`src/rtl/core/fcca_pkg.sv`:
```
package fcca_pkg;

   // Default sizing of the table
   localparam int TABLE_ENTRIES_DEF    = 128;
   localparam int RESERVED_ENTRIES_DEF = 16;

   // Field widths
   localparam int CMD_W     = 1;
   localparam int COUNT_W   = 8;
   localparam int CLUSTER_W = 7;
   localparam int STATUS_W  = 2;
   localparam int ENTRY_W   = 8;
   localparam int WIDE_W    = ENTRY_W + 1;
   localparam int REQ_DATA_W = 16;
   localparam int RSP_DATA_W = 16;

   // Entry codes
   localparam logic [ENTRY_W-1:0] END_MARK  = 8'hff;
   localparam logic [ENTRY_W-1:0] FREE_MARK = 8'h00;

   typedef enum logic [CMD_W-1:0] {
      CMD_ALLOC = 1'b0,
      CMD_FREE  = 1'b1
   } cmd_type;

   typedef enum logic [STATUS_W-1:0] {
      ST_OK       = 2'd0,
      ST_NO_SPACE = 2'd1,
      ST_BAD      = 2'd2
   } status_type;

   // How the walk index moves
   typedef enum logic [2:0] {
      IDX_HOLD,
      IDX_ZERO,
      IDX_START,
      IDX_INC,
      IDX_LINK
   } idx_op_type;

   // Commands from the controller to the datapath
   typedef struct packed {
      logic       load_req;
      idx_op_type idx_op;
      logic       take;
      logic       wr_end;
      logic       wr_free;
      logic       steps_inc;
      logic       res_we;
      status_type res_status;
      logic       load_rsp;
   } dp_cmd_type;

   // Status from the datapath to the controller
   typedef struct packed {
      logic is_alloc;
      logic count_zero;
      logic no_space;
      logic start_bad;
      logic entry_free;
      logic entry_end;
      logic link_bad;
      logic last_take;
      logic last_step;
      logic rsp_hold;
   } dp_stat_type;

endpackage

```
`src/rtl/core/fcca_ram.sv`:
```
module fcca_ram #(
   parameter int WIDTH = 8,
   parameter int DEPTH = 128
) (
   input  logic                     clock,
   input  logic                     wr_en,
   input  logic [$clog2(DEPTH)-1:0] wr_addr,
   input  logic [WIDTH-1:0]         wr_data,
   input  logic [$clog2(DEPTH)-1:0] rd_addr,
   output logic [WIDTH-1:0]         rd_data
);

   logic [WIDTH-1:0] mem_ff [DEPTH];
   logic [WIDTH-1:0] rd_data_ff;

   // Write, and read with new data on an address collision
   always_ff @(posedge clock) begin
      if (wr_en) begin
         mem_ff[wr_addr] <= wr_data;
      end
      if (wr_en && (wr_addr == rd_addr)) begin
         rd_data_ff <= wr_data;
      end else begin
         rd_data_ff <= mem_ff[rd_addr];
      end
   end

   assign rd_data = rd_data_ff;

endmodule

```
`src/rtl/core/fcca_datapath.sv`:
```
module fcca_datapath #(
   parameter int TABLE_ENTRIES    = fcca_pkg::TABLE_ENTRIES_DEF,
   parameter int RESERVED_ENTRIES = fcca_pkg::RESERVED_ENTRIES_DEF
) (
   input  logic                           clock,
   input  logic                           reset,
   input  logic [fcca_pkg::CMD_W-1:0]     req_cmd,
   input  logic [fcca_pkg::COUNT_W-1:0]   req_count,
   input  logic [fcca_pkg::CLUSTER_W-1:0] req_start,
   input  logic                           rsp_tready,
   output logic                           rsp_tvalid,
   output logic [fcca_pkg::STATUS_W-1:0]  rsp_status,
   output logic [fcca_pkg::CLUSTER_W-1:0] rsp_first,
   input  fcca_pkg::dp_cmd_type           cmd,
   output fcca_pkg::dp_stat_type          stat
);

   localparam int IDX_W = $clog2(TABLE_ENTRIES);
   localparam int CNT_W = $clog2(TABLE_ENTRIES + 1);
   localparam int EW    = fcca_pkg::ENTRY_W;
   localparam int WW    = fcca_pkg::WIDE_W;

   localparam logic [WW-1:0] TE_WIDE  = WW'(TABLE_ENTRIES);
   localparam logic [WW-1:0] RES_WIDE = WW'(RESERVED_ENTRIES);

   // Latched request
   logic [fcca_pkg::CMD_W-1:0]     cmd_ff;
   logic [fcca_pkg::COUNT_W-1:0]   want_ff;
   logic [fcca_pkg::CLUSTER_W-1:0] start_ff;

   // Walk state
   logic [IDX_W-1:0] idx_ff, idx_in;
   logic [IDX_W-1:0] prev_ff;
   logic             have_prev_ff;
   logic [EW-1:0]    taken_ff;
   logic [CNT_W-1:0] steps_ff;
   logic [CNT_W-1:0] free_cnt_ff;
   logic [EW-1:0]    first_ff;
   logic [TABLE_ENTRIES-1:0] valid_ff;

   // Result
   fcca_pkg::status_type           res_status_ff;
   logic                           rsp_valid_ff;
   logic [fcca_pkg::STATUS_W-1:0]  rsp_status_ff;
   logic [fcca_pkg::CLUSTER_W-1:0] rsp_first_ff;

   // Table port
   logic             wr_en;
   logic [IDX_W-1:0] wr_addr;
   logic [EW-1:0]    wr_data;
   logic [EW-1:0]    ram_rd;
   logic [EW-1:0]    entry;
   logic [EW-1:0]    start_wide;

   assign start_wide = EW'(start_ff);

   // Next walk index; the table is read at it every cycle
   always_comb begin
      case (cmd.idx_op)
         fcca_pkg::IDX_ZERO:  idx_in = '0;
         fcca_pkg::IDX_START: idx_in = start_wide[IDX_W-1:0];
         fcca_pkg::IDX_INC:   idx_in = idx_ff + IDX_W'(1);
         fcca_pkg::IDX_LINK:  idx_in = entry[IDX_W-1:0];
         default:             idx_in = idx_ff;
      endcase
   end

   // Select the single write: link, end mark or clear
   always_comb begin
      wr_en   = 1'b0;
      wr_addr = idx_ff;
      wr_data = fcca_pkg::FREE_MARK;
      if (cmd.take && have_prev_ff) begin
         wr_en   = 1'b1;
         wr_addr = prev_ff;
         wr_data = EW'(idx_ff);
      end else if (cmd.wr_end) begin
         wr_en   = 1'b1;
         wr_data = fcca_pkg::END_MARK;
      end else if (cmd.wr_free) begin
         wr_en   = 1'b1;
      end
   end

   fcca_ram #(
      .WIDTH (EW),
      .DEPTH (TABLE_ENTRIES)
   ) u_table (
      .clock   (clock),
      .wr_en   (wr_en),
      .wr_addr (wr_addr),
      .wr_data (wr_data),
      .rd_addr (idx_in),
      .rd_data (ram_rd)
   );

   // Untouched entries read as their reset value
   always_comb begin
      if (valid_ff[idx_ff]) begin
         entry = ram_rd;
      end else if ({1'b0, EW'(idx_ff)} < RES_WIDE) begin
         entry = fcca_pkg::END_MARK;
      end else begin
         entry = fcca_pkg::FREE_MARK;
      end
   end

   // Control registers
   always_ff @(posedge clock) begin
      if (reset) begin
         valid_ff     <= '0;
         free_cnt_ff  <= CNT_W'(TABLE_ENTRIES - RESERVED_ENTRIES);
         rsp_valid_ff <= 1'b0;
         idx_ff       <= '0;
         have_prev_ff <= 1'b0;
         taken_ff     <= '0;
         steps_ff     <= '0;
      end else begin
         idx_ff <= idx_in;
         if (wr_en) begin
            valid_ff[wr_addr] <= 1'b1;
         end
         if (cmd.take) begin
            free_cnt_ff <= free_cnt_ff - CNT_W'(1);
         end else if (cmd.wr_free) begin
            free_cnt_ff <= free_cnt_ff + CNT_W'(1);
         end
         if (cmd.load_req) begin
            have_prev_ff <= 1'b0;
            taken_ff     <= '0;
            steps_ff     <= '0;
         end else begin
            if (cmd.take) begin
               have_prev_ff <= 1'b1;
               taken_ff     <= taken_ff + EW'(1);
            end
            if (cmd.steps_inc) begin
               steps_ff <= steps_ff + CNT_W'(1);
            end
         end
         if (cmd.load_rsp) begin
            rsp_valid_ff <= 1'b1;
         end else if (rsp_tready) begin
            rsp_valid_ff <= 1'b0;
         end
      end
   end

   // Payload registers
   always_ff @(posedge clock) begin
      if (cmd.load_req) begin
         cmd_ff   <= req_cmd;
         want_ff  <= req_count;
         start_ff <= req_start;
         first_ff <= '0;
      end else if (cmd.take && !have_prev_ff) begin
         first_ff <= EW'(idx_ff);
      end
      if (cmd.take) begin
         prev_ff <= idx_ff;
      end
      if (cmd.res_we) begin
         res_status_ff <= cmd.res_status;
      end
      if (cmd.load_rsp) begin
         rsp_status_ff <= res_status_ff;
         rsp_first_ff  <= (res_status_ff == fcca_pkg::ST_OK &&
                           cmd_ff == fcca_pkg::CMD_ALLOC) ?
                          first_ff[fcca_pkg::CLUSTER_W-1:0] : '0;
      end
   end

   // Status toward the controller
   always_comb begin
      stat.is_alloc   = (cmd_ff == fcca_pkg::CMD_ALLOC);
      stat.count_zero = (want_ff == '0);
      stat.no_space   = ({1'b0, want_ff} > WW'(free_cnt_ff));
      stat.start_bad  = (WW'(start_ff) >= TE_WIDE);
      stat.entry_free = (entry == fcca_pkg::FREE_MARK);
      stat.entry_end  = (entry == fcca_pkg::END_MARK);
      stat.link_bad   = ({1'b0, entry} >= TE_WIDE);
      stat.last_take  = (({1'b0, taken_ff} + WW'(1)) == {1'b0, want_ff});
      stat.last_step  = ((WW'(steps_ff) + WW'(1)) == TE_WIDE);
      stat.rsp_hold   = rsp_valid_ff && !rsp_tready;
   end

   assign rsp_tvalid = rsp_valid_ff;
   assign rsp_status = rsp_status_ff;
   assign rsp_first  = rsp_first_ff;

endmodule

```
`src/rtl/core/fcca_ctrl.sv`:
```
module fcca_ctrl (
   input  logic                  clock,
   input  logic                  reset,
   input  logic                  req_tvalid,
   output logic                  req_tready,
   input  fcca_pkg::dp_stat_type stat,
   output fcca_pkg::dp_cmd_type  cmd
);

   typedef enum logic [2:0] {
      S_IDLE,
      S_DECODE,
      S_ALLOC,
      S_END,
      S_FREE,
      S_DONE
   } state_type;

   state_type state_ff, state_in;

   // Sequence one item: decode, walk the table, post the result
   always_comb begin
      state_in       = state_ff;
      req_tready     = 1'b0;
      cmd            = '0;
      cmd.idx_op     = fcca_pkg::IDX_HOLD;
      cmd.res_status = fcca_pkg::ST_OK;
      unique case (state_ff)
         S_IDLE: begin
            // Refuse items while reset is held
            req_tready = !reset;
            if (req_tvalid && !reset) begin
               cmd.load_req = 1'b1;
               state_in     = S_DECODE;
            end
         end
         S_DECODE: begin
            cmd.res_we = 1'b1;
            if (stat.is_alloc) begin
               if (stat.count_zero) begin
                  cmd.res_status = fcca_pkg::ST_BAD;
                  state_in       = S_DONE;
               end else if (stat.no_space) begin
                  cmd.res_status = fcca_pkg::ST_NO_SPACE;
                  state_in       = S_DONE;
               end else begin
                  cmd.idx_op = fcca_pkg::IDX_ZERO;
                  state_in   = S_ALLOC;
               end
            end else if (stat.start_bad) begin
               cmd.res_status = fcca_pkg::ST_BAD;
               state_in       = S_DONE;
            end else begin
               cmd.idx_op = fcca_pkg::IDX_START;
               state_in   = S_FREE;
            end
         end
         S_ALLOC: begin
            if (stat.entry_free) begin
               cmd.take = 1'b1;
               if (stat.last_take) begin
                  state_in = S_END;
               end else begin
                  cmd.idx_op = fcca_pkg::IDX_INC;
               end
            end else begin
               cmd.idx_op = fcca_pkg::IDX_INC;
            end
         end
         S_END: begin
            cmd.wr_end = 1'b1;
            state_in   = S_DONE;
         end
         S_FREE: begin
            if (stat.entry_free) begin
               state_in = S_DONE;
            end else begin
               cmd.wr_free = 1'b1;
               if (stat.entry_end || stat.link_bad || stat.last_step) begin
                  state_in = S_DONE;
               end else begin
                  cmd.idx_op    = fcca_pkg::IDX_LINK;
                  cmd.steps_inc = 1'b1;
               end
            end
         end
         S_DONE: begin
            if (!stat.rsp_hold) begin
               cmd.load_rsp = 1'b1;
               state_in     = S_IDLE;
            end
         end
         default: state_in = S_IDLE;
      endcase
   end

   always_ff @(posedge clock) begin
      if (reset) begin
         state_ff <= S_IDLE;
      end else begin
         state_ff <= state_in;
      end
   end

endmodule

```
`src/rtl/core/fat_cluster_chain_allocator_top.sv`:
```
// Cluster allocation table of TABLE_ENTRIES byte entries (0 free, 0xff end of
// chain, else link to the next cluster); the first RESERVED_ENTRIES entries
// come out of reset end-marked. Each req item (tuser = cmd) either allocates
// a chain of count clusters, taken upward from entry 0, or frees the chain
// that starts at start_cluster; exactly one rsp item answers each request.
// One item is worked at a time, through the single table read port at one
// entry per cycle: an allocate walks upward from entry 0 until its last entry
// is claimed, a free walks the chain from start_cluster for at most
// TABLE_ENTRIES entries, and a rejected request skips the walk. The next
// request is taken while a result waits in the output register. Entries
// never written since reset read as their reset value through per-entry
// valid bits, so no clearing pass runs after reset.
module fat_cluster_chain_allocator_top #(
   parameter int TABLE_ENTRIES    = fcca_pkg::TABLE_ENTRIES_DEF,
   parameter int RESERVED_ENTRIES = fcca_pkg::RESERVED_ENTRIES_DEF
) (
   input  logic                              clock,
   input  logic                              reset,
   input  logic                              req_tvalid,
   output logic                              req_tready,
   // count [7:0], start_cluster [14:8], zero [15]
   input  logic [fcca_pkg::REQ_DATA_W-1:0]   req_tdata,
   // cmd [0]
   input  logic [fcca_pkg::CMD_W-1:0]        req_tuser,
   output logic                              rsp_tvalid,
   input  logic                              rsp_tready,
   // status [1:0], head_cluster [8:2], zero [15:9]
   output logic [fcca_pkg::RSP_DATA_W-1:0]   rsp_tdata
);

   localparam int CW = fcca_pkg::COUNT_W;
   localparam int LW = fcca_pkg::CLUSTER_W;
   localparam int SW = fcca_pkg::STATUS_W;

   fcca_pkg::dp_cmd_type  dp_cmd;
   fcca_pkg::dp_stat_type dp_stat;
   logic [SW-1:0]         rsp_status;
   logic [LW-1:0]         rsp_first;

   fcca_ctrl u_ctrl (
      .clock      (clock),
      .reset      (reset),
      .req_tvalid (req_tvalid),
      .req_tready (req_tready),
      .stat       (dp_stat),
      .cmd        (dp_cmd)
   );

   fcca_datapath #(
      .TABLE_ENTRIES    (TABLE_ENTRIES),
      .RESERVED_ENTRIES (RESERVED_ENTRIES)
   ) u_datapath (
      .clock      (clock),
      .reset      (reset),
      .req_cmd    (req_tuser),
      .req_count  (req_tdata[CW-1:0]),
      .req_start  (req_tdata[CW+LW-1:CW]),
      .rsp_tready (rsp_tready),
      .rsp_tvalid (rsp_tvalid),
      .rsp_status (rsp_status),
      .rsp_first  (rsp_first),
      .cmd        (dp_cmd),
      .stat       (dp_stat)
   );

   // Pack the result item
   assign rsp_tdata = {{(fcca_pkg::RSP_DATA_W - SW - LW){1'b0}}, rsp_first, rsp_status};

endmodule

```
`config.mk`:
```
export PLATFORM = sky130hd
export DESIGN_NAME = fat_cluster_chain_allocator_top
export DESIGN_NICKNAME = d
export VERILOG_FILES = /design/src/rtl/core/fcca_pkg.sv /design/src/rtl/core/fcca_ram.sv /design/src/rtl/core/fcca_datapath.sv /design/src/rtl/core/fcca_ctrl.sv /design/src/rtl/core/fat_cluster_chain_allocator_top.sv
export SDC_FILE = /design/constraint.sdc
export NUM_CORES = 1
export LEC_CHECK = 0
export ABC_AREA = 1
export BUFFER_PORTS_ARGS = -buffer_cell sky130_fd_sc_hd__buf_2
export CAP_MARGIN = 20
export CELL_PAD_IN_SITES_DETAIL_PLACEMENT = 1
export CELL_PAD_IN_SITES_GLOBAL_PLACEMENT = 2
export CORE_ASPECT_RATIO = 0.8
export CORE_UTILIZATION = 40
export CTS_CLUSTER_SIZE = 12
export DETAILED_ROUTE_END_ITERATION = 8
export PLACE_DENSITY_LB_ADDON = 0.1
export SLEW_MARGIN = 5
export SYNTH_ARGS = -nofsm -noshare
export SYNTH_HDL_FRONTEND = slang
export SYNTH_SLANG_ARGS = --single-unit
```
`constraint.sdc`:
```
create_clock -name clock -period 14.15 [get_ports clock]
set_input_delay 2.1225 -clock clock [delete_from_list [all_inputs] [get_ports clock]]
set_output_delay 2.1225 -clock clock [all_outputs]
set_load 0.02 [all_outputs]
```
==> results.ini <==
[cts]
clockBufferDepth = 3
cts_resized = 0
clkLatencyLatePin_ns = 0.78
ctsRootBufferMaster = clkbuf_16
ctsHoldBuffers = 0
path_clk_slew_ns = 0.06
htreeDepth = 4
cts_tree = yes
cts.sinks = 1236
cts_inserted_buffers = 135
cts_setup_buffers = 0

[pwr]
leakagePower_uw = 0.0213
total_power_uw = 10100
p_int_uw = 6520
clockPowerShare = 0.333
comb_power_share = 0.267
power_density_mw_per_mm2 = 175
swShare = 0.353
p_seq_frac = 0.400
switchingPower_uw = 3560
irDropWorstVdd_mv = 0.130

[critical_path]
cpMaxStageDelayCell = dfxtp_4
cpMostUsedCell = nand2_1
endpoint_kind = flop
path_delay_family = buffers and inverters
startpoint_type = flop
path_buf_inv = 6
critical_path_class = reg2reg
slowest_delay_ns = 0.81
crit_arrival_ns = 7.73
crit_fanout = 73
cp.required_ns = 14.57

[layout]
fin_area_sq_mm = 0.0576
final_nets = 4957
drive_gt1_frac = 0.0660
finalNonFillerCells = 6754
area_growth_pct = 10.8

[route]
drt-wirelength-per-cell_um = 23.8
drt_iter0_drc = 2543
vias_per_cell = 5.25
firstDrtPassIters = 5
wirelength_um = 161000
drc_errors = 0
vias = 35500
ant_nets = 0

[synthesis]
ys.flop_type = edfxtp_1
synth_mux_area_frac = 0
ys_warn_count = 0
async_flop_share = 0
syn_area_sq_mm = 0.0520
ys_types = 37
yosys.area_share.adder = 0.00448
netlist_instances = 4979
syn_area_per_cell_sq_um = 10.4
seq_area_frac_synth = 0.680
synth_edf_count = 1058
synthXorXnorAreaFrac = 0.00371
synth_seq_cells = 1236
synthSimpleGateAreaFrac = 0.235
synth_compound_area_frac = 0.0230
synth_top_family_by_area = simple AND/OR/NAND/NOR gates

[global_routing]
grt_pass1_vias = 35500
grt_pass1_wl_um = 238000
grt_max_degree = 184
grtUsageTotal = 0.246
antenna_found_initial = 1
grt-ovfl-total = 0

[timing]
period_share = 0.517
finalCriticalPeriod_ns = 7.31
rsz0062_at_grt = no
slew_violations = 0
tightest_slew_ns = 1.19
relSlewSlack = 0.204
timing.setup.tns_ns = 0
max_freq_mhz = 137
setup_viol = 0
fin_skew_ns = 0.0294
hold_violations = 0

[placement]
dp_hpwl_um = 91600
gp_congestion = 0.815
postPlaceCellArea_sq_mm = 0.0535
port_buffers = 30
place_inst = 6504

[floorplan]
die_h_um = 324
rows = 117
dieWidth_um = 405
ios = 39
core-area_sq_mm = 0.128
dieArea_sq_mm = 0.131
start_util = 0.406

[status]
status = completed

[worst_hold_path]
min_path_type = reg2reg

[job]
cap_violations = 0

[per-layer routing]
layer  wire [um]  vias up  global-route usage  share of wire
met1       78700    17900               0.365           0.49
met4        3240        0              0.0667          0.020
met3        5950      176              0.0318          0.037
met2       72900      578               0.379           0.45
li1            -    16800                   -              -
met5           0        -                   0              0
[final timing paths]
| path | from | to | slack, ns | depth (start not counted) |
|---|---|---|---|---|
| setup / recovery | flop | u_datapath.u_table.mem_ff[93][6] | 6.84 | 25 |
| hold / removal | u_datapath.valid_ff[78] | u_datapath.valid_ff[78] | 0.45 | 2 |
| setup reg to reg | flop | u_datapath.u_table.mem_ff[93][6] | 6.84 | 25 |
| hold reg to reg | u_datapath.valid_ff[78] | u_datapath.valid_ff[78] | 0.45 | 2 |
[synth_stat cells (9+ instances only)]
cell / n / area share
buf_6: 19 / 0.0041
xnor2_1: 9 / 0.0015
nor2_1: 58 / 0.0042
nand4_1: 11 / 0.0013
buf_2: 150 / 0.014
buf_1: 24 / 0.0017
nand3_1: 1002 / 0.096
nor2_4: 25 / 0.0054
xor2_1: 13 / 0.0022
ha_1: 17 / 0.0041
o21ai_0: 38 / 0.0037
nor3_1: 11 / 0.0011
a21oi_1: 184 / 0.018
nand2_1: 1699 / 0.12
buf_4: 22 / 0.0032
dfxtp_1: 178 / 0.069
nand2_2: 12 / 0.0014
inv_1: 331 / 0.024
clkbuf_1: 80 / 0.0058
edfxtp_1: 1058 / 0.61
[worst min-delay path: stages (launching register included)]
cell	delay [ns]
dfxtp_1	0.31
inv_1	0.05
a21oi_1	0.05
[power groups by stage]
stage / clock network [uW] / logic (uW) / registers [uW]
2_1_floorplan: 0 / 1760 / 4060
3_3_place_gp: 0 / 2670 / 4110
3_5_place_dp: 0 / 2700 / 4110
4_1_cts: 3430 / 2710 / 4030
5_1_grt: 3570 / 2960 / 4040
6_report: 3350 / 2690 / 4030
[metrics by stage]
step                 util  hold WS [ns]  setup WS (ns)
global route        0.450         0.465           6.28
CTS                 0.449         0.449           6.67
global placement    0.417         0.436           6.47
finish              0.450         0.449           6.84
detailed placement  0.417         0.440           6.68
floorplan               -         0.406           3.81
[layout by cell type (no fill, tap or decap), drive strengths merged, types with 7 or more instances in the layout]
cell       n
clkbuf   196
ha        17
nand4     11
nor3      11
o21ai     38
edfxtp  1058
nand2   1717
xnor2      9
inv      343
dfxtp    178
a21oi    184
clkinv    38
conb       7
nor2      83
nand3   1004
xor2      13
buf       91
[cells by family (layout without fill, tap and decap cells)]
| family | Yosys count | count (layout) |
|---|---|---|
| compound gates | 234 | 234 |
| xor+xnor | 22 | 22 |
| fa+ha+maj | 18 | 18 |
| buf+inv | 632 | 674 |
| flops | 1236 | 1236 |
| other cells | 1 | 9 |
| simple gates | 2836 | 2836 |
[final cells by class]
cell class	instances	area (sq um)
diodes	2	5.00
clock buffers	196	3740
clock inverters	50	359
fillers	13800	70500
inverters	337	1290
multi-input cells	3117	14000
flip-flops and latches	1236	35300
well taps	1725	2160
repair buffers	91	718
[sequential cells by signal, summed over array words and instances, names as in the netlist, 3 cells and up, named ones only]
name                       flops
u_datapath.u_table.mem_ff   1024
u_datapath.valid_ff          128
u_datapath.free_cnt_ff         8
u_datapath.steps_ff            8
u_datapath.taken_ff            8
u_datapath.want_ff             8
u_datapath.first_ff            7
u_datapath.idx_ff              7
u_datapath.prev_ff             7
u_datapath.rsp_first           7
u_datapath.start_ff            7
u_ctrl.state_ff                3
Power figures use the tool's default switching activity.
